==> config.mk <==
export PLATFORM = sky130hd
export DESIGN_NAME = mixed_feature_weighted_distance
export DESIGN_NICKNAME = d
export VERILOG_FILES = /design/src/rtl/mfwd_pkg.sv /design/src/rtl/mfwd_queue.sv /design/src/rtl/mfwd_front.sv /design/src/rtl/mfwd_back.sv /design/src/rtl/mfwd_root.sv /design/src/rtl/mixed_feature_weighted_distance.sv
export SDC_FILE = /design/constraint.sdc
export NUM_CORES = 2
export LEC_CHECK = 0
export BUFFER_PORTS_ARGS = -buffer_cell sky130_fd_sc_hd__buf_2
export CAP_MARGIN = 20
export CORE_MARGIN = 1.5
export CORE_UTILIZATION = 45
export CTS_CLUSTER_DIAMETER = 50
export DETAILED_ROUTE_END_ITERATION = 12
export GPL_ROUTABILITY_DRIVEN = 0
export REMOVE_ABC_BUFFERS = 1
export SETUP_SLACK_MARGIN = 0.15
export SLEW_MARGIN = 20
export SYNTH_ARGS = -nofsm -noshare
export SYNTH_HDL_FRONTEND = slang
export SYNTH_SLANG_ARGS = --single-unit
==> constraint.sdc <==
create_clock -name clk -period 25.8 [get_ports clk]
set_input_delay 1.29 -clock clk [delete_from_list [all_inputs] [get_ports clk]]
set_output_delay 1.29 -clock clk [all_outputs]
set_load 0.02 [all_outputs]
==> src/rtl/mfwd_pkg.sv <==
package mfwd_pkg;

  localparam int VALUE_BITS_DEF = 16;
  localparam int WEIGHT_W       = 16;
  localparam int SUM_W          = 64;
  localparam int MIS_W          = 40;
  localparam int DIST_W         = 48;
  localparam int FRAC_SHIFT     = 8;
  localparam int ARG_W          = 56;
  localparam int QUEUE_DEPTH    = 4;

  localparam logic MODE_EUCLID    = 1'b0;
  localparam logic MODE_MANHATTAN = 1'b1;

  localparam logic [SUM_W-1:0]  ROOT_PROBE_INIT = 64'h4000_0000_0000_0000;
  localparam logic [DIST_W-1:0] DIST_MAX        = '1;
  localparam logic [ARG_W-1:0]  ARG_MAX         = '1;

  typedef struct packed {
    logic numeric;
    logic mismatch;
    logic last;
    logic mode;
  } item_ctl_t;

  typedef struct packed {
    logic start;
    logic sat;
    logic mode;
  } fin_ctl_t;

endpackage

==> src/rtl/mfwd_queue.sv <==
module mfwd_queue #(
  parameter int W     = 8,
  parameter int DEPTH = 4
) (
  input  logic         clk,
  input  logic         rst,
  input  logic         push,
  input  logic [W-1:0] din,
  input  logic         pop,
  output logic [W-1:0] dout,
  output logic         empty,
  output logic         full
);

  localparam int AW = (DEPTH > 1) ? $clog2(DEPTH) : 1;
  localparam int CW = $clog2(DEPTH + 1);

  logic [W-1:0]  mem [DEPTH];
  logic [AW-1:0] wr_ptr;
  logic [AW-1:0] rd_ptr;
  logic [CW-1:0] count;

  assign empty = (count == '0);
  assign full  = (count == CW'(DEPTH));
  assign dout  = mem[rd_ptr];

  always_ff @(posedge clk) begin
    if (push) begin
      mem[wr_ptr] <= din;
    end
  end

  always_ff @(posedge clk) begin
    if (rst) begin
      wr_ptr <= '0;
      rd_ptr <= '0;
      count  <= '0;
    end else begin
      if (push) begin
        wr_ptr <= (wr_ptr == AW'(DEPTH - 1)) ? '0 : wr_ptr + 1'b1;
      end
      if (pop) begin
        rd_ptr <= (rd_ptr == AW'(DEPTH - 1)) ? '0 : rd_ptr + 1'b1;
      end
      if (push && !pop) begin
        count <= count + 1'b1;
      end else if (pop && !push) begin
        count <= count - 1'b1;
      end
    end
  end

endmodule

==> src/rtl/mfwd_front.sv <==
module mfwd_front
  import mfwd_pkg::*;
#(
  parameter int VALUE_BITS = VALUE_BITS_DEF
) (
  input  logic                         in_valid,
  output logic                         in_stall,
  input  logic signed [VALUE_BITS-1:0] train_value,
  input  logic signed [VALUE_BITS-1:0] test_value,
  input  logic        [WEIGHT_W-1:0]   feature_weight,
  input  logic                         is_numeric,
  input  logic                         last_feature,
  input  logic                         mode,
  input  logic                         q_full,
  output logic                         q_push,
  output logic        [VALUE_BITS-1:0] abs_diff,
  output logic        [WEIGHT_W-1:0]   weight,
  output item_ctl_t                    ctl
);

  logic [VALUE_BITS:0] diff;
  logic [VALUE_BITS:0] mag;

  assign diff = {train_value[VALUE_BITS-1], train_value}
              - {test_value[VALUE_BITS-1], test_value};
  assign mag  = diff[VALUE_BITS] ? (~diff + 1'b1) : diff;

  assign abs_diff     = mag[VALUE_BITS-1:0];
  assign weight       = feature_weight;
  assign ctl.numeric  = is_numeric;
  assign ctl.mismatch = (train_value != test_value);
  assign ctl.last     = last_feature;
  assign ctl.mode     = mode;

  assign in_stall = q_full;
  assign q_push   = in_valid && !q_full;

endmodule

==> src/rtl/mfwd_back.sv <==
module mfwd_back
  import mfwd_pkg::*;
#(
  parameter int VALUE_BITS = VALUE_BITS_DEF
) (
  input  logic                  clk,
  input  logic                  rst,
  input  logic                  q_empty,
  input  logic [VALUE_BITS-1:0] q_abs_diff,
  input  logic [WEIGHT_W-1:0]   q_weight,
  input  item_ctl_t             q_ctl,
  output logic                  q_pop,
  input  logic                  root_busy,
  output fin_ctl_t              fin,
  output logic [SUM_W-1:0]      fin_num,
  output logic [MIS_W-1:0]      fin_mis
);

  localparam int SQ_W   = 2 * VALUE_BITS;
  localparam int PROD_W = WEIGHT_W + VALUE_BITS;
  localparam int TERM_W = WEIGHT_W + SQ_W;

  logic                  s1_valid;
  item_ctl_t             s1_ctl;
  logic [VALUE_BITS-1:0] s1_ad;
  logic [SQ_W-1:0]       s1_sq;
  logic [WEIGHT_W-1:0]   s1_w;

  logic                  s2_valid;
  item_ctl_t             s2_ctl;
  logic [PROD_W-1:0]     s2_lo;
  logic [PROD_W-1:0]     s2_hi;
  logic [WEIGHT_W-1:0]   s2_w;

  logic                  s3_valid;
  item_ctl_t             s3_ctl;
  logic [TERM_W-1:0]     s3_term;
  logic [WEIGHT_W-1:0]   s3_w;

  logic [SUM_W-1:0]      numeric_sum;
  logic [MIS_W-1:0]      mismatch_sum;
  logic                  overflow_seen;

  logic [SUM_W-1:0]      numeric_sum_next;
  logic [MIS_W-1:0]      mismatch_sum_next;
  logic                  overflow_seen_next;

  logic                  last_busy;
  logic [SQ_W-1:0]       mul_src;
  logic [SUM_W:0]        num_add;
  logic [MIS_W:0]        mis_add;
  logic                  s3_last;

  // hold a row end back while the previous row end is still being finished
  assign last_busy = (s1_valid && s1_ctl.last) || (s2_valid && s2_ctl.last)
                   || (s3_valid && s3_ctl.last) || fin.start || root_busy;
  assign q_pop     = !q_empty && !(q_ctl.last && last_busy);

  assign mul_src = (s1_ctl.mode == MODE_MANHATTAN) ? SQ_W'(s1_ad) : s1_sq;
  assign num_add = {1'b0, numeric_sum} + (SUM_W + 1)'(s3_term);
  assign mis_add = {1'b0, mismatch_sum} + (MIS_W + 1)'(s3_w);
  assign s3_last = s3_valid && s3_ctl.last;

  always_comb begin
    numeric_sum_next   = numeric_sum;
    mismatch_sum_next  = mismatch_sum;
    overflow_seen_next = overflow_seen;
    if (s3_valid) begin
      if (s3_ctl.numeric) begin
        numeric_sum_next   = num_add[SUM_W] ? '1 : num_add[SUM_W-1:0];
        overflow_seen_next = overflow_seen || num_add[SUM_W];
      end else if (s3_ctl.mismatch) begin
        mismatch_sum_next  = mis_add[MIS_W] ? '1 : mis_add[MIS_W-1:0];
        overflow_seen_next = overflow_seen || mis_add[MIS_W];
      end
    end
  end

  always_ff @(posedge clk) begin
    s1_ctl  <= q_ctl;
    s1_ad   <= q_abs_diff;
    s1_sq   <= SQ_W'(q_abs_diff) * SQ_W'(q_abs_diff);
    s1_w    <= q_weight;
    s2_ctl  <= s1_ctl;
    s2_lo   <= PROD_W'(s1_w) * PROD_W'(mul_src[VALUE_BITS-1:0]);
    s2_hi   <= PROD_W'(s1_w) * PROD_W'(mul_src[SQ_W-1:VALUE_BITS]);
    s2_w    <= s1_w;
    s3_ctl  <= s2_ctl;
    s3_term <= TERM_W'(s2_lo) + (TERM_W'(s2_hi) << VALUE_BITS);
    s3_w    <= s2_w;
    if (s3_last) begin
      fin_num  <= numeric_sum_next;
      fin_mis  <= mismatch_sum_next;
    end
  end

  always_ff @(posedge clk) begin
    if (rst) begin
      s1_valid      <= 1'b0;
      s2_valid      <= 1'b0;
      s3_valid      <= 1'b0;
      numeric_sum   <= '0;
      mismatch_sum  <= '0;
      overflow_seen <= 1'b0;
      fin.start     <= 1'b0;
    end else begin
      s1_valid  <= q_pop;
      s2_valid  <= s1_valid;
      s3_valid  <= s2_valid;
      fin.start <= s3_last;
      if (s3_last) begin
        fin.sat       <= overflow_seen_next;
        fin.mode      <= s3_ctl.mode;
        numeric_sum   <= '0;
        mismatch_sum  <= '0;
        overflow_seen <= 1'b0;
      end else begin
        numeric_sum   <= numeric_sum_next;
        mismatch_sum  <= mismatch_sum_next;
        overflow_seen <= overflow_seen_next;
      end
    end
  end

endmodule

==> src/rtl/mfwd_root.sv <==
module mfwd_root
  import mfwd_pkg::*;
(
  input  logic              clk,
  input  logic              rst,
  input  fin_ctl_t          fin,
  input  logic [SUM_W-1:0]  fin_num,
  input  logic [MIS_W-1:0]  fin_mis,
  output logic              busy,
  output logic              out_valid,
  input  logic              out_stall,
  output logic [DIST_W-1:0] distance,
  output logic              saturated
);

  typedef enum logic [2:0] {
    IDLE,
    ARG,
    ROOT,
    CLAMP,
    SUM
  } state_t;

  state_t            state;
  logic              mode;
  logic              sat;
  logic [SUM_W-1:0]  rest;
  logic [SUM_W-1:0]  root;
  logic [SUM_W-1:0]  probe;
  logic [DIST_W-1:0] num_part;

  logic [SUM_W-1:0]  trial;
  logic              arg_big;
  logic [ARG_W-1:0]  arg;
  logic [SUM_W-1:0]  clamp_src;
  logic [DIST_W:0]   total;
  logic              out_free;
  logic              out_load;

  assign busy      = (state != IDLE);
  assign trial     = root + probe;
  assign arg_big   = |fin_num[SUM_W-1:ARG_W];
  assign arg       = arg_big ? ARG_MAX : fin_num[ARG_W-1:0];
  assign clamp_src = (mode == MODE_MANHATTAN) ? fin_num : root;
  assign total     = {1'b0, num_part} + {1'b0, fin_mis, {FRAC_SHIFT{1'b0}}};
  assign out_free  = !out_valid || !out_stall;
  assign out_load  = (state == SUM) && out_free;

  always_ff @(posedge clk) begin
    if (rst) begin
      state     <= IDLE;
      out_valid <= 1'b0;
    end else begin
      if (out_load) begin
        out_valid <= 1'b1;
      end else if (out_valid && !out_stall) begin
        out_valid <= 1'b0;
      end
      case (state)
        IDLE: begin
          if (fin.start) begin
            mode  <= fin.mode;
            sat   <= fin.sat;
            state <= ARG;
          end
        end
        ARG: begin
          if (mode == MODE_EUCLID) begin
            rest  <= {arg, {FRAC_SHIFT{1'b0}}};
            root  <= '0;
            probe <= ROOT_PROBE_INIT;
            sat   <= sat || arg_big;
            state <= ROOT;
          end else begin
            state <= CLAMP;
          end
        end
        ROOT: begin
          if (rest >= trial) begin
            rest <= rest - trial;
            root <= (root >> 1) + probe;
          end else begin
            root <= root >> 1;
          end
          probe <= probe >> 2;
          if (probe[0]) begin
            state <= CLAMP;
          end
        end
        CLAMP: begin
          if (|clamp_src[SUM_W-1:DIST_W]) begin
            num_part <= DIST_MAX;
            sat      <= 1'b1;
          end else begin
            num_part <= clamp_src[DIST_W-1:0];
          end
          state <= SUM;
        end
        SUM: begin
          if (out_free) begin
            distance  <= total[DIST_W] ? DIST_MAX : total[DIST_W-1:0];
            saturated <= sat || total[DIST_W];
            state     <= IDLE;
          end
        end
        default: begin
          state <= IDLE;
        end
      endcase
    end
  end

endmodule

==> src/rtl/mixed_feature_weighted_distance.sv <==
// A row's last word passes the queue, stages s1 to s3 and the finisher (ARG, ROOT for Euclidean only, CLAMP, SUM).
// Throughput: one feature word per cycle while in_stall is low; rows overlap, except that a row's last
// word waits in the queue until the previous row's result is loaded.
// The Euclidean path runs a one-bit-per-cycle square root (32 steps).
// Reset (rst, synchronous): clears sums, queue and pipeline; mode returns to Manhattan.
module mixed_feature_weighted_distance
  import mfwd_pkg::*;
#(
  parameter int VALUE_BITS = VALUE_BITS_DEF
) (
  input  logic                         clk,
  input  logic                         rst,
  input  logic                         in_valid,
  output logic                         in_stall,
  input  logic signed [VALUE_BITS-1:0] train_value,
  input  logic signed [VALUE_BITS-1:0] test_value,
  input  logic        [WEIGHT_W-1:0]   feature_weight,
  input  logic                         is_numeric,
  input  logic                         last_feature,
  output logic                         out_valid,
  input  logic                         out_stall,
  output logic        [DIST_W-1:0]     distance,
  output logic                         saturated,
  input  logic                         cfg_valid,
  output logic                         cfg_ready,
  input  logic                         distance_mode
);

  localparam int QW = VALUE_BITS + WEIGHT_W + $bits(item_ctl_t);

  logic                  mode;
  logic                  q_push;
  logic                  q_pop;
  logic                  q_empty;
  logic                  q_full;
  logic [QW-1:0]         q_din;
  logic [QW-1:0]         q_dout;
  logic [VALUE_BITS-1:0] f_abs_diff;
  logic [WEIGHT_W-1:0]   f_weight;
  item_ctl_t             f_ctl;
  logic [VALUE_BITS-1:0] h_abs_diff;
  logic [WEIGHT_W-1:0]   h_weight;
  item_ctl_t             h_ctl;
  fin_ctl_t              fin;
  logic [SUM_W-1:0]      fin_num;
  logic [MIS_W-1:0]      fin_mis;
  logic                  root_busy;

  assign cfg_ready = 1'b1;

  always_ff @(posedge clk) begin
    if (rst) begin
      mode <= MODE_MANHATTAN;
    end else if (cfg_valid && cfg_ready) begin
      mode <= distance_mode;
    end
  end

  mfwd_front #(
    .VALUE_BITS (VALUE_BITS)
  ) u_front (
    .in_valid       (in_valid),
    .in_stall       (in_stall),
    .train_value    (train_value),
    .test_value     (test_value),
    .feature_weight (feature_weight),
    .is_numeric     (is_numeric),
    .last_feature   (last_feature),
    .mode           (mode),
    .q_full         (q_full),
    .q_push         (q_push),
    .abs_diff       (f_abs_diff),
    .weight         (f_weight),
    .ctl            (f_ctl)
  );

  assign q_din = {f_abs_diff, f_weight, f_ctl};
  assign {h_abs_diff, h_weight, h_ctl} = q_dout;

  mfwd_queue #(
    .W     (QW),
    .DEPTH (QUEUE_DEPTH)
  ) u_queue (
    .clk   (clk),
    .rst   (rst),
    .push  (q_push),
    .din   (q_din),
    .pop   (q_pop),
    .dout  (q_dout),
    .empty (q_empty),
    .full  (q_full)
  );

  mfwd_back #(
    .VALUE_BITS (VALUE_BITS)
  ) u_back (
    .clk        (clk),
    .rst        (rst),
    .q_empty    (q_empty),
    .q_abs_diff (h_abs_diff),
    .q_weight   (h_weight),
    .q_ctl      (h_ctl),
    .q_pop      (q_pop),
    .root_busy  (root_busy),
    .fin        (fin),
    .fin_num    (fin_num),
    .fin_mis    (fin_mis)
  );

  mfwd_root u_root (
    .clk       (clk),
    .rst       (rst),
    .fin       (fin),
    .fin_num   (fin_num),
    .fin_mis   (fin_mis),
    .busy      (root_busy),
    .out_valid (out_valid),
    .out_stall (out_stall),
    .distance  (distance),
    .saturated (saturated)
  );

  a_pop_not_empty: assert property (@(posedge clk) disable iff (rst)
    q_pop |-> !q_empty)
    else $error("queue popped while empty");

  a_start_idle: assert property (@(posedge clk) disable iff (rst)
    fin.start |-> !root_busy)
    else $error("row end issued while finisher busy");

  a_start_takes: assert property (@(posedge clk) disable iff (rst)
    fin.start |=> root_busy)
    else $error("row end dropped by finisher");

  a_result_source: assert property (@(posedge clk) disable iff (rst)
    $rose(out_valid) |-> $past(root_busy))
    else $error("result word without a finished row");

endmodule

==> results_dict.tcl <==
set metrics [dict create \
    drtIter0Drc 3215 \
    period_share 0.330 \
    grt_pass1_vias 50000 \
    syn_area_um2 67900 \
    cpMostUsedCell "inv_1" \
    dp_hpwl_um 125000 \
    worstSetupPathType "flop to flop" \
    cts_tree "yes" \
    fmax_ghz 0.118 \
    drv_cap 0 \
    die_w_um 392 \
    yosys.area.top_type_share 0.225 \
    hold_buffers 0 \
    path_delay_family "adder cells" \
    cts_repair_resize_count 0 \
    place_area_um2 70400 \
    die_area_um2 153000 \
    antenna_found_initial 5 \
    clk_latency_ps 730 \
    grt_max_degree 80 \
    synth_edf_count 509 \
    yosys_warnings 0 \
    synth_ff_type "edfxtp_1" \
    yosys.area.top_type "edfxtp_1" \
    clkSinkCount 850 \
    synthTopCellsByArea "edfxtp_1 23%, fa_1 16%, ha_1 11%" \
    synthTopCellsByCount "797 x inv_1, 722 x nand2_1, 577 x ha_1" \
    dr.pass1.iters 6 \
    relSlewSlack 0.290 \
    initial_core_util 0.453 \
    viasPerCell 5.39 \
    fin_crit_ps 8500 \
    row_count 142 \
    cpPeakStageDelay_ps 820 \
    hp-class "flop to flop" \
    finalSetupViolations 0 \
    vias 48800 \
    ant_nets 0 \
    slowest_stage "o31ai_1" \
    hold_violations 0 \
    cts_buffers 107 \
    start_kind "flop" \
    drt_wl_total_um 165000 \
    nNetsFinal 8142 \
    final_cell_area_um2 74200 \
    cts_buffer_depth 3 \
    finalMaxSlewViolations 0 \
    avgSynthCellArea_um2 9.78 \
    grt_pass1_wl_um 268000 \
    tns_ps 0 \
    fillCellCount 13800 \
    gr-total-overflow 0 \
    yosysMostFrequentCell "inv_1" \
    crit_buf_inv 7 \
    synth_seq_area_share 0.326 \
    endpoint_kind "flop" \
    track_usage 0.219 \
    post_synth_num_cell_types 90 \
    clockRootBuffer "clkbuf_16" \
    status "complete, no violations" \
    drive_gt1_frac 0.0691 \
    crit_fanout 20 \
    io_pins 108 \
    core_um2 150000 \
    cts_setup_buffers 0 \
    instances_no_fill 9060 \
    fp.dieH_um 392 \
    syn-instance-count 6948 \
    rsz0062_at_grt "false" \
    wire_per_inst_um 18.3 \
    critPathRequiredTime_ps 26380 \
    async_flop_share 0 \
    post-route-util 0.496 \
    port_buffers 106 \
    ff_latch_area_um2 22100 \
    area_growth_pct 9.30 \
    multi_input_area_um2 41800 \
    synth_seq_cells 850 \
    finalClockSkew_ps 56.3 \
    dp_cells 8859 \
    tightestPinTransition_ps 1060 \
    drc 0 \
    clk_pin_slew_worst_paths_ps 70 \
    arrival_ps 9090 \
    cts_max_level 3 \
]
path summary, 6_finish.rpt:
check	cells after the start	slack, ps	start	endpoint
hold reg to reg	0	310	u_back.s2_w[15]	u_back.s3_w[15]
setup reg to reg	28	17300	flop	u_back.s1_sq[31]
hold / removal	0	310	u_back.s2_w[15]	u_back.s3_w[15]
setup / recovery	28	17300	flop	u_back.s1_sq[31]
flip-flops by register name, indices dropped and copies added, names as in the netlist, 40 cells and up, named ones only:
| register | cells |
|---|---|
| u_back.mismatch_sum | 40 |
| u_root.root | 64 |
| u_back.numeric_sum | 64 |
| u_root.distance | 48 |
| u_back.fin_num | 64 |
| u_back.fin_mis | 40 |
| u_back.s3_term | 48 |
| u_root.rest | 64 |
| u_root.num_part | 48 |
| u_queue.mem | 144 |
cell type report:
| type | instances | share of cell area |
|---|---|---|
| clock inverters | 69 | 0.0122 |
| repair buffers | 171 | 0.0137 |
| inverters | 798 | 0.0404 |
| multi-input cells | 5024 | 0.563 |
| flip-flops and latches | 850 | 0.298 |
| clock buffers | 131 | 0.0388 |
| well taps | 2016 | 0.0340 |
| diodes | 1 | 0.0000337 |
metal layers:
metal  global-route usage  wire length [um]  up-vias  share of wire
met5                    0                 0        -              0
met4               0.0762              5720        0          0.035
met3               0.0249              7520      273          0.045
met2                0.373             78700     1141           0.48
met1                0.289             73600    23800           0.44
li1                     -                 -    23500              -
metrics by stage:
step	hold WS, ps	setup slack, ps
2_1_floorplan	310	15220
3_3_place_gp	311	17410
3_5_place_dp	312	17310
4_1_cts	314	17270
5_1_grt	322	16790
6_report	310	17300
kinds of logic after synthesis:
family,Yosys count,synth area share
AOI/OAI and AO/OA,1245,0.116
xor gates and xnor gates,426,0.0549
adders and majority gates,1134,0.270
buffers and inverters,1074,0.0602
DFF,850,0.326
muxes,125,0.0240
other,1,0.0000552
and+or+nand+nor,2093,0.148
worst reg2reg max path: cells and delay by family (launching register included):
| family | cells | cell delay [ps] |
|---|---|---|
| buffers and inverters | 7 | 630 |
| and+or+nand+nor | 5 | 1120 |
| muxes | 1 | 410 |
| adders and majority gates | 7 | 3340 |
| AOI/OAI and AO/OA | 7 | 2110 |
| DFF | 1 | 660 |
| xor gates and xnor gates | 1 | 110 |
placed cells by master, fill, tap and decap left out, types with 73 or more instances in the layout:
cell type / synthesis / final
a21o_1: 130 / 130
a21oi_1: 395 / 395
a31oi_1: 127 / 127
and2_1: 360 / 355
buf_2: 23 / 106
clkbuf_16: 0 / 109
dfxtp_1: 341 / 339
edfxtp_1: 509 / 509
fa_1: 557 / 557
ha_1: 577 / 577
inv_1: 797 / 795
mux2i_1: 73 / 73
nand2_1: 722 / 722
nand3_1: 94 / 93
nor2_1: 418 / 417
nor2b_1: 113 / 110
nor3_1: 102 / 99
o21ai_0: 203 / 203
xnor2_1: 244 / 244
xor2_1: 182 / 182
Power is left out: the tool's default activity adds up to more than one toggle a clock period on the data nets, which glitch-free logic cannot reach.
